$ cat config.mk
export PLATFORM = sky130hd
export DESIGN_NAME = dual_channel_led_slew_dimmer_core_flat
export DESIGN_NICKNAME = d
export VERILOG_FILES = /design/src/rtl/core/dcld_pkg.sv /design/src/rtl/core/dcld_if.sv /design/src/rtl/core/dcld_ramp.sv /design/src/rtl/core/dcld_duty.sv /design/src/rtl/core/dcld_out.sv /design/src/rtl/core/dual_channel_led_slew_dimmer_core.sv /design/src/flat_wrapper.sv
export SDC_FILE = /design/constraint.sdc
export NUM_CORES = 1
export LEC_CHECK = 0
export BUFFER_PORTS_ARGS = -buffer_cell sky130_fd_sc_hd__buf_2
export CAP_MARGIN = 10
export CORE_MARGIN = 5
export CORE_UTILIZATION = 50
export DETAILED_ROUTE_END_ITERATION = 8
export PLACE_DENSITY = 0.7
export SYNTH_ARGS = -nofsm -noshare
export SYNTH_HDL_FRONTEND = slang
export SYNTH_SLANG_ARGS = --single-unit
$ cat constraint.sdc
create_clock -name clk -period 7.93 [get_ports clk]
set_clock_uncertainty 0.2 [all_clocks]
set_input_delay 0.3965 -clock clk [delete_from_list [all_inputs] [get_ports clk]]
set_output_delay 0.3965 -clock clk [all_outputs]
set_load 0.005 [all_outputs]
$ cat src/rtl/core/dcld_pkg.sv
// shared types and codes for the two-channel led slew dimmer
// no dependencies; used by dcld_ramp, dcld_out and the core top level
package dcld_pkg;

    localparam int CFG_INDEX_BITS = 3;
    localparam int TMODE_BITS     = 3;

    // configuration register indexes
    typedef enum logic [CFG_INDEX_BITS-1:0] {
        REG_ENABLE      = 3'd0,
        REG_TMODE       = 3'd1,
        REG_POLARITY    = 3'd2,
        REG_SWAP        = 3'd3,
        REG_SMOOTH_STEP = 3'd4
    } cfg_reg_t;

    // test-mode goal selection, codes above TM_BOTH act as normal
    typedef enum logic [TMODE_BITS-1:0] {
        TM_NORMAL = 3'd0,
        TM_OFF    = 3'd1,
        TM_WARM   = 3'd2,
        TM_COOL   = 3'd3,
        TM_BOTH   = 3'd4
    } tmode_t;

    // output-side control bits handed to the result stage
    typedef struct packed {
        logic enable;
        logic pol_high;
        logic swap_channels;
    } out_ctrl_t;

endpackage

$ cat src/rtl/core/dcld_if.sv
// request and result channel interfaces for the dimmer
// no dependencies; level width and duty width set per instance
interface dcld_req_if #(
    parameter int LW = 17
);
    logic          valid;
    logic          ready;
    logic          mode;
    logic [LW-1:0] warm_req;
    logic [LW-1:0] cool_req;

    modport source (output valid, mode, warm_req, cool_req, input ready);
    modport sink (input valid, mode, warm_req, cool_req, output ready);
endinterface

interface dcld_rsp_if #(
    parameter int LW = 17,
    parameter int DB = 13
);
    logic          valid;
    logic          ready;
    logic [DB-1:0] channel0_duty;
    logic [DB-1:0] channel1_duty;
    logic [LW-1:0] warm_now;
    logic [LW-1:0] cool_now;
    logic          active;

    modport source (output valid, channel0_duty, channel1_duty, warm_now, cool_now,
                    active, input ready);
    modport sink (input valid, channel0_duty, channel1_duty, warm_now, cool_now,
                  active, output ready);
endinterface

$ cat src/rtl/core/dcld_ramp.sv
// goal storage and per-request slew of the warm and cool levels
// depends on dcld_pkg for the test-mode codes
module dcld_ramp #(
    parameter int LEVEL_FRAC_BITS = 16
) (
    input  logic                     clk,
    input  logic                     rst_n,
    input  logic                     accept,
    input  logic                     mode,
    input  logic [LEVEL_FRAC_BITS:0] warm_req,
    input  logic [LEVEL_FRAC_BITS:0] cool_req,
    input  logic                     clear,
    input  logic                     enable,
    input  logic [dcld_pkg::TMODE_BITS-1:0] tmode,
    input  logic [LEVEL_FRAC_BITS:0] smooth_step,
    output logic [LEVEL_FRAC_BITS:0] warm_level,
    output logic [LEVEL_FRAC_BITS:0] cool_level
);
    localparam int LW = LEVEL_FRAC_BITS + 1;
    localparam longint unsigned FULL_L = 64'd1 << LEVEL_FRAC_BITS;
    localparam logic [LW-1:0] FULL = LW'(FULL_L);
    localparam logic [LW-1:0] GOAL_015 = LW'((FULL_L * 64'd15 + 64'd50) / 64'd100);
    localparam logic [LW-1:0] GOAL_010 = LW'((FULL_L * 64'd10 + 64'd50) / 64'd100);

    logic [LW-1:0] warm_level_reg, warm_level_next;
    logic [LW-1:0] cool_level_reg, cool_level_next;
    logic [LW-1:0] warm_goal_reg, warm_goal_next;
    logic [LW-1:0] cool_goal_reg, cool_goal_next;
    logic [LW-1:0] warm_eff, cool_eff;

    function automatic logic [LW-1:0] sat_full(input logic [LW-1:0] v);
        sat_full = (v > FULL) ? FULL : v;
    endfunction

    function automatic logic [LW-1:0] slew(input logic [LW-1:0] now,
                                           input logic [LW-1:0] goal,
                                           input logic [LW-1:0] step);
        logic [LW:0]   up;
        logic [LW-1:0] diff;
        logic [LW-1:0] res;
        up   = {1'b0, now} + {1'b0, step};
        diff = now - goal;
        if (now < goal)
        begin
            res = (up > {1'b0, goal}) ? goal : up[LW-1:0];
        end
        else if (now > goal)
        begin
            res = (diff > step) ? (now - step) : goal;
        end
        else
        begin
            res = now;
        end
        slew = sat_full(res);
    endfunction

    always_comb
    begin
        case (tmode)
            dcld_pkg::TM_OFF:
            begin
                warm_eff = '0;
                cool_eff = '0;
            end
            dcld_pkg::TM_WARM:
            begin
                warm_eff = GOAL_015;
                cool_eff = '0;
            end
            dcld_pkg::TM_COOL:
            begin
                warm_eff = '0;
                cool_eff = GOAL_015;
            end
            dcld_pkg::TM_BOTH:
            begin
                warm_eff = GOAL_010;
                cool_eff = GOAL_010;
            end
            default:
            begin
                warm_eff = warm_goal_reg;
                cool_eff = cool_goal_reg;
            end
        endcase
    end

    always_comb
    begin
        warm_level_next = warm_level_reg;
        cool_level_next = cool_level_reg;
        warm_goal_next  = warm_goal_reg;
        cool_goal_next  = cool_goal_reg;
        if (clear)
        begin
            warm_level_next = '0;
            cool_level_next = '0;
            warm_goal_next  = '0;
            cool_goal_next  = '0;
        end
        else if (accept)
        begin
            if (mode)
            begin
                warm_goal_next = sat_full(warm_req);
                cool_goal_next = sat_full(cool_req);
            end
            else if (!enable)
            begin
                warm_level_next = '0;
                cool_level_next = '0;
            end
            else
            begin
                warm_level_next = slew(warm_level_reg, warm_eff, smooth_step);
                cool_level_next = slew(cool_level_reg, cool_eff, smooth_step);
            end
        end
    end

    always_ff @(posedge clk or negedge rst_n)
    begin
        if (!rst_n)
        begin
            warm_level_reg <= '0;
            cool_level_reg <= '0;
            warm_goal_reg  <= '0;
            cool_goal_reg  <= '0;
        end
        else
        begin
            warm_level_reg <= warm_level_next;
            cool_level_reg <= cool_level_next;
            warm_goal_reg  <= warm_goal_next;
            cool_goal_reg  <= cool_goal_next;
        end
    end

    assign warm_level = warm_level_reg;
    assign cool_level = cool_level_reg;

endmodule

$ cat src/rtl/core/dcld_duty.sv
// level to pwm duty mapping: round(level * dmax / full) with polarity
// no dependencies; pure combinational, one instance per channel
module dcld_duty #(
    parameter int LEVEL_FRAC_BITS = 16,
    parameter int DUTY_BITS       = 13
) (
    input  logic [LEVEL_FRAC_BITS:0] level,
    input  logic                     enable,
    input  logic                     pol_high,
    output logic [DUTY_BITS-1:0]     duty
);
    localparam int LW = LEVEL_FRAC_BITS + 1;
    localparam int PW = LW + DUTY_BITS;
    localparam logic [LW-1:0] FULL = LW'(64'd1 << LEVEL_FRAC_BITS);
    localparam logic [PW-1:0] HALF = PW'(64'd1 << (LEVEL_FRAC_BITS - 1));
    localparam logic [DUTY_BITS-1:0] DMAX = '1;

    logic [LW-1:0]        lvl;
    logic [PW-1:0]        prod;
    logic [PW-1:0]        rounded;
    logic [DUTY_BITS:0]   d_raw;
    logic [DUTY_BITS-1:0] d;

    always_comb
    begin
        if (!enable)
        begin
            lvl = '0;
        end
        else
        begin
            lvl = (level > FULL) ? FULL : level;
        end
        // times dmax as a shift and subtract
        prod    = {lvl, {DUTY_BITS{1'b0}}} - PW'(lvl);
        rounded = prod + HALF;
        d_raw   = rounded[PW-1:LEVEL_FRAC_BITS];
        d       = (d_raw > {1'b0, DMAX}) ? DMAX : d_raw[DUTY_BITS-1:0];
        duty    = pol_high ? d : (DMAX - d);
    end

endmodule

$ cat src/rtl/core/dcld_out.sv
// result register: duty mapping, channel swap and output handshake
// depends on dcld_pkg, dcld_if and dcld_duty
module dcld_out #(
    parameter int LEVEL_FRAC_BITS = 16,
    parameter int DUTY_BITS       = 13
) (
    input  logic                     clk,
    input  logic                     rst_n,
    input  logic                     stage_valid,
    input  logic [LEVEL_FRAC_BITS:0] warm_level,
    input  logic [LEVEL_FRAC_BITS:0] cool_level,
    input  dcld_pkg::out_ctrl_t      ctrl,
    output logic                     take,
    dcld_rsp_if.source               result
);
    localparam int LW = LEVEL_FRAC_BITS + 1;

    logic                 valid_reg, valid_next;
    logic [DUTY_BITS-1:0] ch0_reg, ch1_reg;
    logic [LW-1:0]        warm_reg, cool_reg;
    logic                 active_reg;
    logic [DUTY_BITS-1:0] warm_duty, cool_duty;

    dcld_duty #(
        .LEVEL_FRAC_BITS (LEVEL_FRAC_BITS),
        .DUTY_BITS       (DUTY_BITS)
    ) u_warm_duty (
        .level    (warm_level),
        .enable   (ctrl.enable),
        .pol_high (ctrl.pol_high),
        .duty     (warm_duty)
    );

    dcld_duty #(
        .LEVEL_FRAC_BITS (LEVEL_FRAC_BITS),
        .DUTY_BITS       (DUTY_BITS)
    ) u_cool_duty (
        .level    (cool_level),
        .enable   (ctrl.enable),
        .pol_high (ctrl.pol_high),
        .duty     (cool_duty)
    );

    assign take = stage_valid && (!valid_reg || result.ready);

    always_comb
    begin
        if (take)
        begin
            valid_next = 1'b1;
        end
        else if (result.ready)
        begin
            valid_next = 1'b0;
        end
        else
        begin
            valid_next = valid_reg;
        end
    end

    always_ff @(posedge clk or negedge rst_n)
    begin
        if (!rst_n)
        begin
            valid_reg <= 1'b0;
        end
        else
        begin
            valid_reg <= valid_next;
        end
    end

    always_ff @(posedge clk)
    begin
        if (take)
        begin
            ch0_reg    <= ctrl.swap_channels ? cool_duty : warm_duty;
            ch1_reg    <= ctrl.swap_channels ? warm_duty : cool_duty;
            warm_reg   <= warm_level;
            cool_reg   <= cool_level;
            active_reg <= ctrl.enable;
        end
    end

    assign result.valid         = valid_reg;
    assign result.channel0_duty = ch0_reg;
    assign result.channel1_duty = ch1_reg;
    assign result.warm_now      = warm_reg;
    assign result.cool_now      = cool_reg;
    assign result.active        = active_reg;

endmodule

$ cat src/rtl/core/dual_channel_led_slew_dimmer_core.sv
// top level of the two-channel slew-limited led dimmer: config registers and pipeline control
// depends on dcld_pkg, dcld_if, dcld_ramp and dcld_out
//
//  channel   dir  payload                                              handshake
//  request   in   mode, warm_req, cool_req                             valid / ready
//  result    out  channel0_duty, channel1_duty, warm_now, cool_now,    valid / ready
//                 active
//  cfg       in   cfg_index, cfg_data                                  cfg_we, no wait
//
// one request per cycle while the result is not stalled; a request passes the level registers, then the result register
// stage one is the level registers (slew), stage two the result register (duty map)
// a stalled result holds stage one; a new request is still taken when stage one moves on
// reset gives enable and high polarity set, step about 1% of full, levels and goals zero
module dual_channel_led_slew_dimmer_core #(
    parameter int LEVEL_FRAC_BITS = 16,
    parameter int DUTY_BITS       = 13
) (
    input  logic                                clk,
    input  logic                                rst_n,
    input  logic                                cfg_we,
    input  logic [dcld_pkg::CFG_INDEX_BITS-1:0] cfg_index,
    input  logic [LEVEL_FRAC_BITS:0]            cfg_data,
    dcld_req_if.sink                            request,
    dcld_rsp_if.source                          result
);
    localparam int LW = LEVEL_FRAC_BITS + 1;
    localparam logic [LW-1:0] STEP_RESET =
        LW'(((64'd1 << LEVEL_FRAC_BITS) + 64'd50) / 64'd100);

    logic                            enable_reg, enable_next;
    logic [dcld_pkg::TMODE_BITS-1:0] tmode_reg, tmode_next;
    logic                            pol_high_reg, pol_high_next;
    logic                            swap_reg, swap_next;
    logic [LW-1:0]                   step_reg, step_next;
    logic                            clear;

    logic                stage_valid_reg, stage_valid_next;
    logic                accept;
    logic                take;
    logic [LW-1:0]       warm_level, cool_level;
    dcld_pkg::out_ctrl_t ctrl;

    always_comb
    begin
        enable_next   = enable_reg;
        tmode_next    = tmode_reg;
        pol_high_next = pol_high_reg;
        swap_next     = swap_reg;
        step_next     = step_reg;
        clear         = 1'b0;
        if (cfg_we)
        begin
            case (cfg_index)
                dcld_pkg::REG_ENABLE:
                begin
                    enable_next = cfg_data[0];
                    clear       = !cfg_data[0];
                end
                dcld_pkg::REG_TMODE:       tmode_next    = cfg_data[dcld_pkg::TMODE_BITS-1:0];
                dcld_pkg::REG_POLARITY:    pol_high_next = cfg_data[0];
                dcld_pkg::REG_SWAP:        swap_next     = cfg_data[0];
                dcld_pkg::REG_SMOOTH_STEP: step_next     = cfg_data;
                default:                   clear         = 1'b0;
            endcase
        end
    end

    always_ff @(posedge clk or negedge rst_n)
    begin
        if (!rst_n)
        begin
            enable_reg   <= 1'b1;
            tmode_reg    <= dcld_pkg::TM_NORMAL;
            pol_high_reg <= 1'b1;
            swap_reg     <= 1'b0;
            step_reg     <= STEP_RESET;
        end
        else
        begin
            enable_reg   <= enable_next;
            tmode_reg    <= tmode_next;
            pol_high_reg <= pol_high_next;
            swap_reg     <= swap_next;
            step_reg     <= step_next;
        end
    end

    // stage one holds the request whose levels sit in the ramp registers
    assign request.ready = !stage_valid_reg || take;
    assign accept        = request.valid && request.ready;

    always_comb
    begin
        if (accept)
        begin
            stage_valid_next = 1'b1;
        end
        else if (take)
        begin
            stage_valid_next = 1'b0;
        end
        else
        begin
            stage_valid_next = stage_valid_reg;
        end
    end

    always_ff @(posedge clk or negedge rst_n)
    begin
        if (!rst_n)
        begin
            stage_valid_reg <= 1'b0;
        end
        else
        begin
            stage_valid_reg <= stage_valid_next;
        end
    end

    dcld_ramp #(
        .LEVEL_FRAC_BITS (LEVEL_FRAC_BITS)
    ) u_ramp (
        .clk         (clk),
        .rst_n       (rst_n),
        .accept      (accept),
        .mode        (request.mode),
        .warm_req    (request.warm_req),
        .cool_req    (request.cool_req),
        .clear       (clear),
        .enable      (enable_reg),
        .tmode       (tmode_reg),
        .smooth_step (step_reg),
        .warm_level  (warm_level),
        .cool_level  (cool_level)
    );

    assign ctrl.enable        = enable_reg;
    assign ctrl.pol_high      = pol_high_reg;
    assign ctrl.swap_channels = swap_reg;

    dcld_out #(
        .LEVEL_FRAC_BITS (LEVEL_FRAC_BITS),
        .DUTY_BITS       (DUTY_BITS)
    ) u_out (
        .clk         (clk),
        .rst_n       (rst_n),
        .stage_valid (stage_valid_reg),
        .warm_level  (warm_level),
        .cool_level  (cool_level),
        .ctrl        (ctrl),
        .take        (take),
        .result      (result)
    );

endmodule
$ cat src/flat_wrapper.sv
// flat-port wrapper written by rule: the top's interface ports become plain ports
module dual_channel_led_slew_dimmer_core_flat 
#(
    parameter int LEVEL_FRAC_BITS = 16,
    parameter int DUTY_BITS       = 13
)
  (clk, rst_n, cfg_we, cfg_index, cfg_data, request_valid, request_mode, request_warm_req, request_cool_req, request_ready, result_valid, result_channel0_duty, result_channel1_duty, result_warm_now, result_cool_now, result_active, result_ready);
  dcld_req_if request_i ();
  dcld_rsp_if result_i ();
  input  logic clk;
  input  logic rst_n;
  input  logic cfg_we;
  input  logic [dcld_pkg::CFG_INDEX_BITS-1:0] cfg_index;
  input  logic [LEVEL_FRAC_BITS:0] cfg_data;
  input wire logic [$bits(request_i.valid)-1:0] request_valid;
  input wire logic [$bits(request_i.mode)-1:0] request_mode;
  input wire logic [$bits(request_i.warm_req)-1:0] request_warm_req;
  input wire logic [$bits(request_i.cool_req)-1:0] request_cool_req;
  output wire logic [$bits(request_i.ready)-1:0] request_ready;
  output wire logic [$bits(result_i.valid)-1:0] result_valid;
  output wire logic [$bits(result_i.channel0_duty)-1:0] result_channel0_duty;
  output wire logic [$bits(result_i.channel1_duty)-1:0] result_channel1_duty;
  output wire logic [$bits(result_i.warm_now)-1:0] result_warm_now;
  output wire logic [$bits(result_i.cool_now)-1:0] result_cool_now;
  output wire logic [$bits(result_i.active)-1:0] result_active;
  input wire logic [$bits(result_i.ready)-1:0] result_ready;
  assign request_i.valid = request_valid;
  assign request_i.mode = request_mode;
  assign request_i.warm_req = request_warm_req;
  assign request_i.cool_req = request_cool_req;
  assign request_ready = request_i.ready;
  assign result_valid = result_i.valid;
  assign result_channel0_duty = result_i.channel0_duty;
  assign result_channel1_duty = result_i.channel1_duty;
  assign result_warm_now = result_i.warm_now;
  assign result_cool_now = result_i.cool_now;
  assign result_active = result_i.active;
  assign result_i.ready = result_ready;
  dual_channel_led_slew_dimmer_core #(.LEVEL_FRAC_BITS(LEVEL_FRAC_BITS), .DUTY_BITS(DUTY_BITS)) u_core (.clk(clk), .rst_n(rst_n), .cfg_we(cfg_we), .cfg_index(cfg_index), .cfg_data(cfg_data), .request(request_i), .result(result_i));
endmodule
==> results.ini <==
[outcome]
status=complete, no violations

[final_layout]
final_nets=2337
final_cell_mix=ha_1 (220), nand2_1 (190), a21oi_1 (144)
seqCellArea_mm2=0.00417
multiInputGateArea_mm2=0.0111
mostFrequentLayoutCell=ha_1
synthToLayoutAreaGrowth_pct=12.9
drive_gt1_share_pct=11.2
nFillCells=2876
n_antenna_cell=0

[logic_synthesis]
synth_ff_type=dfrtp_1
synth_top_cell_area_share_pct=17.2
syn-num-nets=2210
yosysTopAreaCell=ha_1
syn_inst=1925
netlist_top_cells_area=ha_1 (17%), dfrtp_1 (13%), edfxtp_1 (11%)
ys_warn_count=0
netlist_area_mm2=0.0160
async_flop_share_pct=60.4
synth_edf_count=61
synth_cell_types=89
avgSynthCellArea_um2=8.31
synth-seq-cells=154
ys_seq_area_share_pct=26.1

[floorplanning]
start_util_pct=50.7
die_w_um=189
num_rows=65
core_region_area_mm2=0.0316
die_y_um=189
die_area_mm2=0.0357
ios=123

[job]
cap_violations=0

[critical_path]
arrival_ps=7450
cp-start-kind=register
r2r-end=u_core.u_ramp.cool_level[6]
critical_path.max_fanout=30
crit_type=register to register
critPathRequiredTime_ps=8060
ff2ff_setup_slack_ps=610
r2r-start=u_core.tmode_reg[2]
reg2reg_depth=26
worst_setup_path_end_kind=register

[cts]
numCtsBuffers=17
clock_path_buffers=2
cts.htree.levels=4
root_buffer=clkbuf_16
clk_latency_ps=460
cts_tree=built
cts.sinks=154
path_clk_slew_ps=70

[routing]
wl_per_cell_um=21.2
wl_um=52300
drtIter0Drc=1412
detail-route-antenna-nets=0
drc=0
first_pass_iters=5
viasPerCell=6.22
routed-via-count=15300

[sta]
slew_headroom_pct=20.7
worst_pin_slew_ps=1180
fin_tns_setup_ps=0
rsz0062_at_grt=no
hold_viol_final=0
setup_violations=0
drv_slew=0
fin_crit_sh_pct=92.2
layout_min_cycle_time_ps=7320
max_freq_mhz=137

[placement]
io_buffers=122
hpwl_um=40000
gp_congestion=1.00

[global_route]
antenna_found_initial=0
grt_pass1_wl_um=81400
grt_overflow=0
grt_max_degree=75
grt_pass1_vias=14600
gr-usage-all-layers_pct=28.9

[min_path]
hold_class=input pin to register
min_from=cfg_data[7]
hold_depth=3
hold_path_end=u_core.step_reg[7]

timing repair:
item | 4_1_cts | 5_1_grt
endpoints found under the setup margin | 0 | 0
hold endpoints to repair | 65 | 0
hold buffers | 47 | 0
setup buffers | 0 | 0
gates resized for setup | 0 | 0
stage by stage:
step / hold slack [ps] / setup WS (ps) / area (µm²) / std cells / utilization (%)
floorplan: -99.1 / 1990 / 16000 / 1925 / -
global placement: 114 / 860 / 17000 / 2387 / 53.7
detailed placement: 116 / 698 / 17000 / 2387 / 53.7
CTS: 13.1 / 695 / 18000 / 2466 / 57.2
global route: 51.8 / 218 / 18100 / 2467 / 57.2
finish: 37.8 / 615 / 18100 / 2467 / 57.2
how the worst max path moves through the flow:
stage | start | end | slack, ps | cells past startpoint
final | u_core.tmode_reg[2] | u_core.u_ramp.cool_level[6] | 610 | 26
after global routing | u_core.tmode_reg[2] | u_core.u_ramp.cool_level[6] | 220 | 26
after CTS | u_core.tmode_reg[2] | u_core.u_ramp.warm_level[4] | 690 | 23
after detailed placement | u_core.tmode_reg[2] | u_core.u_ramp.warm_level[2] | 700 | 23
after global placement | u_core.tmode_reg[2] | u_core.u_ramp.warm_level[2] | 860 | 23
after floorplan | u_core.tmode_reg[1] | u_core.u_ramp.warm_level[10] | 1990 | 26
cell type report:
| cell class | instances | share of cell area [%] |
|---|---|---|
| inverter | 119 | 2.47 |
| clock buffer | 20 | 2.54 |
| clock inverter | 12 | 0.894 |
| multi-input combinational | 1575 | 61.5 |
| tap | 402 | 2.79 |
| sequential | 154 | 23.1 |
| timing repair buffer | 185 | 6.71 |
critical path: stages (launching register included):
cell	delay, ps
dfrtp_1	720
nand2b_1	430
o211ai_1	450
inv_1	200
fa_1	470
a21o_1	180
a21oi_1	220
o21bai_1	90
a21oi_1	230
o21bai_1	90
a21oi_1	400
o211ai_1	200
a31o_2	260
a21oi_1	170
xnor2_1	110
ha_1	310
nand4_1	150
nor3_1	490
a21boi_0	390
o21ai_2	210
buf_4	270
a21oi_1	180
o21ai_0	130
nand4_1	140
o31ai_2	70
buf_4	210
a22o_1	210
kinds of logic after synthesis:
family / Yosys count / synth area share, %
AO/OA/AOI/OAI: 573 / 23.3
adder cells (fa/ha/maj): 232 / 18.3
XOR/XNOR: 140 / 7.67
AND/OR/NAND/NOR: 604 / 18.2
multiplexers: 26 / 1.70
flip-flops: 154 / 26.1
buffers and inverters: 196 / 4.80
routing by layer:
layer | global-route usage (%) | share of wire, % | up-vias
li1 | - | - | 7264
met1 | 38.8 | 43 | 7283
met2 | 46.3 | 45 | 653
met3 | 4.52 | 7.0 | 133
met4 | 12.5 | 4.6 | 0
met5 | 0 | 0 | -
synth_stat cells, types with 6 or more instances:
cell and number:
dfstp_2 8, a21o_1 32, o31ai_1 9, o21a_1 16, inv_1 116, nand4_1 20
nand2_1 190, or3_1 14, nor2_1 140, mux2_2 9, o22ai_1 11, buf_2 10
a211o_1 7, and2_1 15, o21ai_1 11, a31oi_1 24, clkbuf_1 59, maj3_1 7
xor2_1 47, nor2b_1 30, or2_2 11, o211ai_1 26, mux2i_1 17, nand2b_1 32
a211oi_1 28, and3_1 10, nor3_1 41, nor4_1 28, edfxtp_1 61, o21bai_1 23
a22o_1 47, a21oi_1 145, o2111ai_1 6, ha_1 220, dfrtp_1 85, nand3_1 44
xnor2_1 93, o21ai_0 129
Power is not shown: default switching activity piles up to over one toggle a cycle in this logic, so the estimate is an artifact.
